<file path="src/hdl/tdpf_pkg.sv">
package tdpf_pkg;

  localparam int VALUE_BITS_DEF = 31;
  localparam int MAX_RESULTS    = 9;
  localparam int CNT_BITS       = 4;

  typedef enum logic [2:0] {
    ST_IDLE,
    ST_START,
    ST_TEST,
    ST_DSTART,
    ST_DWAIT,
    ST_CHECK,
    ST_FIN,
    ST_LAST
  } state_t;

  // Commands from the controller to the datapath.
  typedef struct packed {
    logic load;
    logic div_start;
    logic divide_out;
    logic next_div;
    logic push_nf;
    logic push_pend;
    logic push_last;
    logic pend_rem;
  } cmd_t;

  // Status from the datapath to the controller.
  typedef struct packed {
    logic r_lt2;
    logic r_gt1;
    logic sq_le_r;
    logic div_busy;
    logic rem_zero;
    logic hit;
    logic count_max;
    logic pend_valid;
    logic out_free;
  } status_t;

endpackage

</file>
<file path="src/hdl/tdpf_div.sv">
module tdpf_div #(
  parameter int VALUE_BITS = tdpf_pkg::VALUE_BITS_DEF,
  parameter int DBITS      = (VALUE_BITS + 1) / 2 + 1
) (
  input  logic                  clk,
  input  logic                  rst,
  input  logic                  start,
  input  logic [VALUE_BITS-1:0] dividend,
  input  logic [DBITS-1:0]      divisor,
  output logic                  busy,
  output logic [VALUE_BITS-1:0] quot,
  output logic [DBITS-1:0]      rem
);

  localparam int CW = $clog2(VALUE_BITS + 1);

  logic [CW-1:0]         cnt;
  logic [VALUE_BITS-1:0] q;
  logic [DBITS-1:0]      p;
  logic [DBITS:0]        p_shift;
  logic                  ge;
  logic [DBITS-1:0]      p_next;

  // Restoring division, one quotient bit per cycle, dividend bits MSB first.
  assign p_shift = {p, q[VALUE_BITS-1]};
  assign ge      = p_shift >= {1'b0, divisor};
  assign p_next  = ge ? DBITS'(p_shift - {1'b0, divisor}) : p_shift[DBITS-1:0];

  always_ff @(posedge clk) begin
    if (rst) begin
      busy <= 1'b0;
      cnt  <= '0;
    end else if (start) begin
      busy <= 1'b1;
      cnt  <= CW'(VALUE_BITS);
    end else if (busy) begin
      cnt <= cnt - 1'b1;
      if (cnt == CW'(1)) begin
        busy <= 1'b0;
      end
    end
  end

  always_ff @(posedge clk) begin
    if (start) begin
      q <= dividend;
      p <= '0;
    end else if (busy) begin
      q <= {q[VALUE_BITS-2:0], ge};
      p <= p_next;
    end
  end

  assign quot = q;
  assign rem  = p;

endmodule

</file>
<file path="src/hdl/tdpf_datapath.sv">
module tdpf_datapath #(
  parameter int VALUE_BITS = tdpf_pkg::VALUE_BITS_DEF
) (
  input  logic                    clk,
  input  logic                    rst,
  input  tdpf_pkg::cmd_t          cmd,
  output tdpf_pkg::status_t       status,
  input  logic [VALUE_BITS-1:0]   value,
  output logic                    out_valid,
  input  logic                    out_ready,
  output logic [VALUE_BITS-1:0]   factor,
  output logic                    no_factor,
  output logic                    last
);

  localparam int DBITS   = (VALUE_BITS + 1) / 2 + 1;
  localparam int SQ_BITS = 2 * DBITS;

  logic [VALUE_BITS-1:0]        r;
  logic [DBITS-1:0]             d;
  logic [SQ_BITS-1:0]           sq;
  logic                         hit;
  logic [tdpf_pkg::CNT_BITS-1:0] count;
  logic [VALUE_BITS-1:0]        pend;
  logic                         pend_valid;
  logic                         div_busy;
  logic [VALUE_BITS-1:0]        quot;
  logic [DBITS-1:0]             rem;
  logic                         first_hit;

  tdpf_div #(
    .VALUE_BITS (VALUE_BITS),
    .DBITS      (DBITS)
  ) u_div (
    .clk      (clk),
    .rst      (rst),
    .start    (cmd.div_start),
    .dividend (r),
    .divisor  (d),
    .busy     (div_busy),
    .quot     (quot),
    .rem      (rem)
  );

  assign first_hit = cmd.divide_out && !hit;

  // The square of the divisor is tracked by adding 2d + 1 on each step.
  always_ff @(posedge clk) begin
    if (cmd.load) begin
      r  <= value;
      d  <= DBITS'(2);
      sq <= SQ_BITS'(4);
    end else begin
      if (cmd.divide_out) begin
        r <= quot;
      end
      if (cmd.next_div) begin
        d  <= d + 1'b1;
        sq <= sq + SQ_BITS'({d, 1'b1});
      end
    end
    if (first_hit) begin
      pend <= VALUE_BITS'(d);
    end else if (cmd.pend_rem) begin
      pend <= r;
    end
  end

  always_ff @(posedge clk) begin
    if (rst) begin
      hit        <= 1'b0;
      count      <= '0;
      pend_valid <= 1'b0;
    end else if (cmd.load) begin
      hit        <= 1'b0;
      count      <= '0;
      pend_valid <= 1'b0;
    end else begin
      if (first_hit) begin
        hit <= 1'b1;
      end else if (cmd.next_div) begin
        hit <= 1'b0;
      end
      if (first_hit || cmd.pend_rem) begin
        count      <= count + 1'b1;
        pend_valid <= 1'b1;
      end
    end
  end

  // Output register; the controller pushes only when it is free.
  always_ff @(posedge clk) begin
    if (rst) begin
      out_valid <= 1'b0;
    end else if (cmd.push_nf || cmd.push_pend) begin
      out_valid <= 1'b1;
    end else if (out_ready) begin
      out_valid <= 1'b0;
    end
  end

  always_ff @(posedge clk) begin
    if (cmd.push_nf) begin
      factor    <= '0;
      no_factor <= 1'b1;
      last      <= 1'b1;
    end else if (cmd.push_pend) begin
      factor    <= pend;
      no_factor <= 1'b0;
      last      <= cmd.push_last;
    end
  end

  always_comb begin
    status.r_lt2      = r < VALUE_BITS'(2);
    status.r_gt1      = r > VALUE_BITS'(1);
    status.sq_le_r    = sq <= SQ_BITS'(r);
    status.div_busy   = div_busy;
    status.rem_zero   = rem == '0;
    status.hit        = hit;
    status.count_max  = count == tdpf_pkg::CNT_BITS'(tdpf_pkg::MAX_RESULTS);
    status.pend_valid = pend_valid;
    status.out_free   = !out_valid || out_ready;
  end

endmodule

</file>
<file path="src/hdl/tdpf_ctrl.sv">
module tdpf_ctrl (
  input  logic              clk,
  input  logic              rst,
  input  logic              in_valid,
  output logic              in_ready,
  input  tdpf_pkg::status_t status,
  output tdpf_pkg::cmd_t    cmd
);

  tdpf_pkg::state_t state;
  tdpf_pkg::state_t state_next;
  logic             pend_ok;

  // A pending factor can move to the output only when the register is free.
  assign pend_ok = !status.pend_valid || status.out_free;

  always_ff @(posedge clk) begin
    if (rst) begin
      state <= tdpf_pkg::ST_IDLE;
    end else begin
      state <= state_next;
    end
  end

  always_comb begin
    state_next = state;
    case (state)
      tdpf_pkg::ST_IDLE: begin
        if (in_valid) state_next = tdpf_pkg::ST_START;
      end
      tdpf_pkg::ST_START: begin
        if (!status.r_lt2) state_next = tdpf_pkg::ST_TEST;
        else if (status.out_free) state_next = tdpf_pkg::ST_IDLE;
      end
      tdpf_pkg::ST_TEST: begin
        state_next = status.sq_le_r ? tdpf_pkg::ST_DSTART : tdpf_pkg::ST_FIN;
      end
      tdpf_pkg::ST_DSTART: begin
        state_next = tdpf_pkg::ST_DWAIT;
      end
      tdpf_pkg::ST_DWAIT: begin
        if (!status.div_busy) state_next = tdpf_pkg::ST_CHECK;
      end
      tdpf_pkg::ST_CHECK: begin
        if (!status.rem_zero) state_next = tdpf_pkg::ST_TEST;
        else if (status.hit) state_next = tdpf_pkg::ST_DSTART;
        else if (status.count_max) state_next = tdpf_pkg::ST_FIN;
        else if (pend_ok) state_next = tdpf_pkg::ST_DSTART;
      end
      tdpf_pkg::ST_FIN: begin
        if (!status.r_gt1 || status.count_max || pend_ok) state_next = tdpf_pkg::ST_LAST;
      end
      tdpf_pkg::ST_LAST: begin
        if (status.out_free) state_next = tdpf_pkg::ST_IDLE;
      end
      default: begin
        state_next = tdpf_pkg::ST_IDLE;
      end
    endcase
  end

  always_comb begin
    cmd      = '0;
    in_ready = 1'b0;
    case (state)
      tdpf_pkg::ST_IDLE: begin
        in_ready = 1'b1;
        cmd.load = in_valid;
      end
      tdpf_pkg::ST_START: begin
        cmd.push_nf = status.r_lt2 && status.out_free;
      end
      tdpf_pkg::ST_DSTART: begin
        cmd.div_start = 1'b1;
      end
      tdpf_pkg::ST_CHECK: begin
        if (!status.rem_zero) begin
          cmd.next_div = 1'b1;
        end else if (status.hit) begin
          cmd.divide_out = 1'b1;
        end else if (!status.count_max && pend_ok) begin
          // A new factor: the previous one is known not to be the last.
          cmd.divide_out = 1'b1;
          cmd.push_pend  = status.pend_valid;
        end
      end
      tdpf_pkg::ST_FIN: begin
        if (status.r_gt1 && !status.count_max && pend_ok) begin
          cmd.push_pend = status.pend_valid;
          cmd.pend_rem  = 1'b1;
        end
      end
      tdpf_pkg::ST_LAST: begin
        cmd.push_pend = status.out_free;
        cmd.push_last = 1'b1;
      end
      default: begin
        cmd = '0;
      end
    endcase
  end

endmodule

</file>
<file path="src/hdl/trial_division_prime_factors.sv">
// Each trial divisor, and each extra division that removes a repeated factor, runs one
// pass of the bit-serial divider, which produces one quotient bit per cycle.
// Throughput: one input at a time; the next input is taken once the last result is loaded
// into the output register. Synchronous active-high reset clears the controller and the
// valid flags; no clearing pass is needed.
module trial_division_prime_factors #(
  parameter int VALUE_BITS = tdpf_pkg::VALUE_BITS_DEF
) (
  input  logic                  clk,
  input  logic                  rst,
  input  logic                  in_valid,
  output logic                  in_ready,
  input  logic [VALUE_BITS-1:0] value,
  output logic                  out_valid,
  input  logic                  out_ready,
  output logic [VALUE_BITS-1:0] factor,
  output logic                  no_factor,
  output logic                  last
);

  tdpf_pkg::cmd_t    cmd;
  tdpf_pkg::status_t status;

  tdpf_ctrl u_ctrl (
    .clk      (clk),
    .rst      (rst),
    .in_valid (in_valid),
    .in_ready (in_ready),
    .status   (status),
    .cmd      (cmd)
  );

  tdpf_datapath #(
    .VALUE_BITS (VALUE_BITS)
  ) u_datapath (
    .clk       (clk),
    .rst       (rst),
    .cmd       (cmd),
    .status    (status),
    .value     (value),
    .out_valid (out_valid),
    .out_ready (out_ready),
    .factor    (factor),
    .no_factor (no_factor),
    .last      (last)
  );

endmodule

</file>
<file path="config.mk">
export PLATFORM = sky130hd
export DESIGN_NAME = trial_division_prime_factors
export DESIGN_NICKNAME = d
export VERILOG_FILES = /design/src/hdl/tdpf_pkg.sv /design/src/hdl/tdpf_div.sv /design/src/hdl/tdpf_datapath.sv /design/src/hdl/tdpf_ctrl.sv /design/src/hdl/trial_division_prime_factors.sv
export SDC_FILE = /design/constraint.sdc
export NUM_CORES = 1
export LEC_CHECK = 0
export ABC_AREA = 1
export BUFFER_PORTS_ARGS = -buffer_cell sky130_fd_sc_hd__buf_4
export CAP_MARGIN = 30
export CORE_ASPECT_RATIO = 1.4
export CORE_UTILIZATION = 35
export CTS_CLUSTER_SIZE = 10
export DETAILED_ROUTE_END_ITERATION = 7
export PLACE_DENSITY = 0.53
export SYNTH_ARGS = -nofsm -noshare
export SYNTH_HDL_FRONTEND = slang
export SYNTH_SLANG_ARGS = --single-unit
</file>
<file path="constraint.sdc">
create_clock -name clk -period 2.97 [get_ports clk]
set_input_delay 0.4455 -clock clk [delete_from_list [all_inputs] [get_ports clk]]
set_output_delay 0.4455 -clock clk [all_outputs]
set_load 0.1 [all_outputs]
</file>
After elaboration in Yosys (flattened, before gate mapping)
Cells that the tools add are included.
Storage, ports and cells
  bits in registers: 210
  word-level logic and storage cells: 108
  input bits: 35
Cells by class
  order comparisons: 4
  add/sub/neg operators: 5
  eq/ne operators: 13
  multiplexer cells: 44
  reduce and logical (&&, ||, !) cells: 25
Operators by type and width (number)
  31-bit two-way mux: 4
  17-bit two-way mux: 3
  34-bit by 18-bit adder with 34-bit output: 1
  34-bit by 31-bit less-or-equal comparator with 1-bit output: 1
  31-bit by 1-bit > comparator with 1-bit output, second input constant: 1
  31-bit by 2-bit < comparator with 1-bit output, second input constant: 1
  3-bit two-way mux: 10
  3-bit case mux with 8 select lines: 1
  1-bit two-way mux: 22
  18-bit by 17-bit greater-or-equal comparator with 1-bit output: 1
  17-bit by 1-bit adder with 17-bit output, second input constant: 1
  17-bit logical NOT: 1
  17-bit subtractor: 1
  3-bit equality test, second input constant: 4
  5-bit two-way mux: 2
  2-bit nonzero test: 5
  3-bit by 2-bit equality test with 1-bit output, second input constant: 2
  1-bit logical OR: 6
  5-bit by 1-bit equality test with 1-bit output, second input constant: 1
  1-bit logical AND: 5
  1-bit logical NOT: 5
  5-bit by 4-bit inequality test with 1-bit output, second input constant: 1
  5-bit by 1-bit subtractor with 5-bit output, second input constant: 1
  4-bit by 1-bit adder with 4-bit output, second input constant: 1
  9 further kinds: 10

Depth between registers and ports, before layout
  word-level depth: 10
  gate-level depth with buffers: 16
  depth with buffers taken out: 16

By module
Synthesis repeated with hierarchy kept, for this count alone.
Second synthesis, totals
  cells, all modules: 1791
  area total of the unflattened synthesis: 12547.0 µm²
Modules (own cells, without submodules)
  tdpf_datapath: cells an instance 1203, times used 1, area each 8525.7 µm², seq. area each 3543.4 µm²
  tdpf_div: cells an instance 509, times used 1, area each 3573.4 µm², seq. area each 1391.3 µm²
  tdpf_ctrl: cells an instance 79, times used 1, area each 447.9 µm², seq. area each 60.1 µm²

Least setup slack after synthesis
No wires, ideal clock.
  kind: flip-flop to flip-flop
  start point: register u_ctrl.state[1]
  end point: register u_datapath.r[0] (enable)
  clock period less this slack: 3669 ps
  arrival time: 3281 ps
  path slack: -699 ps
  buffers on the path: 2
  setup time: 388 ps
  stages on the path, launching flop included: 8
  required time: 2582 ps
  cell sequence: dfxtp_1 nor2_1 inv_1 nor2_1 nand2_1 clkbuf_1 clkbuf_1 nand2_1
On the way
  word-level cells in the longest chain between the ends: 3
  elaborated cells on any way between the ends: 5
  classes of those cells: 1 x eq/ne; 2 x mux; 2 x reduce/logical
Ends and longest elaborated chain
  from (decl): line tdpf_ctrl.sv:10  | tdpf_pkg::state_t state;
  from (signal assigned): line tdpf_ctrl.sv:19  | state <= tdpf_pkg::ST_IDLE;
  from (signal assigned): line tdpf_ctrl.sv:21  | state <= state_next;
  3-bit equality test / 3-bit logical NOT (equally long branches): line tdpf_ctrl.sv:65  | case (state)
  2-bit two-way mux / 1-bit two-way mux (equally long branches): line tdpf_ctrl.sv:65
  2-bit nonzero test (no line) (*)
  to (signal assigned): line tdpf_datapath.sv:50  | r <= value;
  to (signal assigned): line tdpf_datapath.sv:55  | r <= quot;
  to (decl): line tdpf_datapath.sv:19  | logic [VALUE_BITS-1:0] r;
Mark *: on every way between the ends. The rest lies on a longest branch, timed or not.
A chain may end at the register's enable or synchronous reset.

Worst setup path after layout
  start point: register u_datapath.d[0]
  end point: register u_datapath.sq[28]
On the way
  word-level cells in the longest chain between the ends: 1
Ends and longest elaborated chain
  from (decl): line tdpf_datapath.sv:20  | logic [DBITS-1:0] d;
  from (signal assigned): line tdpf_datapath.sv:58  | d <= d + 1'b1;
  34-bit by 18-bit adder with 34-bit output: line tdpf_datapath.sv:59  | sq <= sq + SQ_BITS'({d, 1'b1});
  to (signal assigned): line tdpf_datapath.sv:59
  to (decl): line tdpf_datapath.sv:21  | logic [SQ_BITS-1:0] sq;
Every way passes these cells.

==> results.ini <==
[status]
outcome = finished clean

[sta]
fmax_ghz = 0.381
grt_setup_unrepaired = false
hold_violations = 0
fin_setup_tns_ns = 0
finalSetupViolations = 0
drv_slew = 0
fin_skew_ns = 0.0190
finalCritPeriodShare_pct = 88.5
fin_crit_ns = 2.63
tightest_slew_ns = 0.716
relSlewSlack_pct = 52.0

[route]
drtIter0Drc = 545
drtAntennaViolNets = 0
vias = 10400
wl_per_cell_um = 15.9
routed_wl_um = 33300
dr.pass1.iters = 5
drc = 0
viasPerCell = 4.97

[floorplan]
ios = 70
die_h_um = 218
dieArea_um2 = 34100
die_w_um = 156
start_util_pct = 35.8
core_area_um2 = 32600
rows = 78

[global_route]
gr-total-overflow = 0
antenna_found_initial = 0
grt_pass1_wl_um = 52700
grt_pass1_vias = 9987
grtUsageTotal_pct = 19.8
grt_max_degree = 59

[yosys]
yosysMostFrequentCell = nand2_1
ys_warn_count = 0
yosys.area.top_type = dfxtp_1
syn_area_per_cell_um2 = 7.44
ys.flop_type = dfxtp_1
synth_edf_count = 79
yosysSeqAreaShare_pct = 42.8
ys_seq_elements = 210
async_flop_share_pct = 0
synthDominantCellAreaShare_pct = 22.5
syn_area_um2 = 11700
synth.area.top_cells = dfxtp_1 (22%), edfxtp_1 (20%), nand2_1 (13%), ha_1 (7.5%), o21ai_0 (6.0%)
synth_nets = 1674
synth_cells = 1567
synth_common_cells = nand2_1 (394), nor2_1 (173), inv_1 (172)
yosys.cell_types.count = 45

[setup_path]
cp_slowest_cell = o21ai_0
crit_required_ns = 3.44
critical-path-max-stage-delay_ns = 0.49
crit_path_frequent_cell = nand2_1
crit_path_start_kind = register
arrival_ns = 3.10
worstPathCellList = inv_1 > fa_1 > inv_1 > nand2_1 > o21ai_0 > nand4_1 > nand2_1 > nand3_1 > nand2_1 > nand2_1 > nand2_1 > nand2_1 > a21oi_1
cp-end-kind = register
path_max_fanout = 5
critPathKind = register to register

[min_path]
hold_class = input port to register

[cts]
root_buffer = clkbuf_16
post_cts_buffers = 0
htreeDepth = 1
cts-buffers-inserted = 25
postCtsHoldBufs = 0
clk_path_buf_depth = 3
cts_tree = done
clk_pin_slew_worst_paths_ns = 0.06
cts_resized = 0
clock_latency_ns = 0.54
cts_sinks = 210

[power_and_ir_drop]
ir_worst_vdd_uv = 483
p_leak_nw = 6.14
power.density_nw_per_um2 = 866

[finish]
regArea_um2 = 4990
nFillCells = 3435
multi_input_area_um2 = 5770
layout.nets = 1741
drive_gt1_share_pct = 8.36
finish.utilization_pct = 41.1
areaGrowthSynthToFinish_pct = 14.8
diodes = 0

[place]
gp_congestion = 0.888
dpl.hpwl_um = 25400
numPortBuffers = 69

[flow_run]
maxCapViolCount = 0

[state kept, by name (all words and copies together) (netlist names), 4 cells and up]
signal                 count
u_datapath.count           4
u_datapath.d              17
u_datapath.factor         31
u_datapath.pend           31
u_datapath.r              31
u_datapath.sq             34
u_datapath.u_div.cnt       5
u_datapath.u_div.quot     31
u_datapath.u_div.rem      17
[per-stage QoR]
| stage | hold WS [ns] | setup slack (ns) | power, mW | std cells | cell area (um^2) |
|---|---|---|---|---|---|
| after detailed placement | 0.437 | 0.363 | 8.86 | 2047 | 12700 |
| after global routing | 0.144 | 0.127 | 12.4 | 2091 | 13400 |
| final | 0.145 | 0.343 | 11.6 | 2091 | 13400 |
| after floorplan | 0.424 | 0.179 | 7.53 | 1567 | 11700 |
| after global placement | 0.433 | 0.359 | 8.82 | 2047 | 12700 |
| after CTS | 0.126 | 0.348 | 11.7 | 2091 | 13400 |
[final timing paths]
check | slack (ns) | depth (start not counted) | startpoint | end
setup / recovery | 0.34 | 13 | u_datapath.d[0]$_SDFFE_PP0P_ | u_datapath.sq[28]$_SDFFE_PP0P_
hold / removal | 0.15 | 2 | rst | u_datapath.u_div.cnt[4]$_SDFFE_PP0P_
setup reg to reg | 0.34 | 13 | u_datapath.d[0]$_SDFFE_PP0P_ | u_datapath.sq[28]$_SDFFE_PP0P_
hold reg to reg | 0.44 | 2 | u_datapath.pend[26]$_SDFFE_PP0P_ | u_datapath.pend[26]$_SDFFE_PP0P_
[placed cells by master, fill, tap and decap left out, types with 3 or more instances in the layout]
| master | count |
|---|---|
| edfxtp_1 | 79 |
| nand3_1 | 55 |
| dfxtp_1 | 131 |
| xor2_1 | 12 |
| inv_2 | 9 |
| nand2_1 | 393 |
| a31oi_1 | 3 |
| inv_1 | 172 |
| nand3b_1 | 3 |
| a21o_1 | 3 |
| buf_4 | 88 |
| clkbuf_1 | 17 |
| o21bai_1 | 4 |
| a21oi_1 | 108 |
| nor3_1 | 40 |
| o211ai_1 | 16 |
| or2_2 | 3 |
| o21ai_1 | 30 |
| xnor2_1 | 9 |
| clkbuf_16 | 25 |
| o21ai_0 | 140 |
| nor4_1 | 7 |
| o21a_1 | 5 |
| nand4_1 | 29 |
| ha_1 | 70 |
| nor2_1 | 172 |
[routing by layer]
metal / vias up / part of all wire [%] / wire length (um) / track usage [%]
met5: - / 0 / 0 / 0
met3: 66 / 3.2 / 1080 / 1.87
met1: 4793 / 44 / 14600 / 24.1
met2: 204 / 49 / 16400 / 35.6
met4: 0 / 3.4 / 1150 / 7.94
li1: 5326 / - / - / -
[where the power goes]
| part | switching, mW | total, mW | leakage (nW) | internal [mW] |
|---|---|---|---|---|
| clock network | 1.21 | 2.78 | 0.337 | 1.57 |
| registers | 0.430 | 4.14 | 1.80 | 3.71 |
| logic | 3.30 | 4.67 | 4.00 | 1.37 |
| total | 4.94 | 11.6 | 6.14 | 6.64 |
[kinds of logic (layout without fill, tap and decap cells)]
| kind of cell | after synthesis | in the layout | synth area share, % |
|---|---|---|---|
| compound gates | 317 | 317 | 14.4 |
| xor+xnor | 21 | 21 | 1.58 |
| fa+ha+maj | 72 | 72 | 7.86 |
| buf+inv | 231 | 315 | 7.75 |
| flops | 210 | 210 | 42.8 |
| simple gates | 716 | 716 | 25.6 |
[critical path, delay by kind of cell, from the launching register on]
family	cells	cell delay (ns)
compound gates	2	0.60
fa+ha+maj	1	0.41
buf+inv	2	0.32
flops	1	0.44
simple gates	8	0.78
[cell type report]
type,count,share of cell area (%)
inverters,182,5.10
multi-input cells,1126,43.1
clock buffers,42,5.15
clock inverters,2,0.131
well taps,440,4.11
flip-flops and latches,210,37.3
repair buffers,89,5.08
Power figures use the tool's default switching activity.
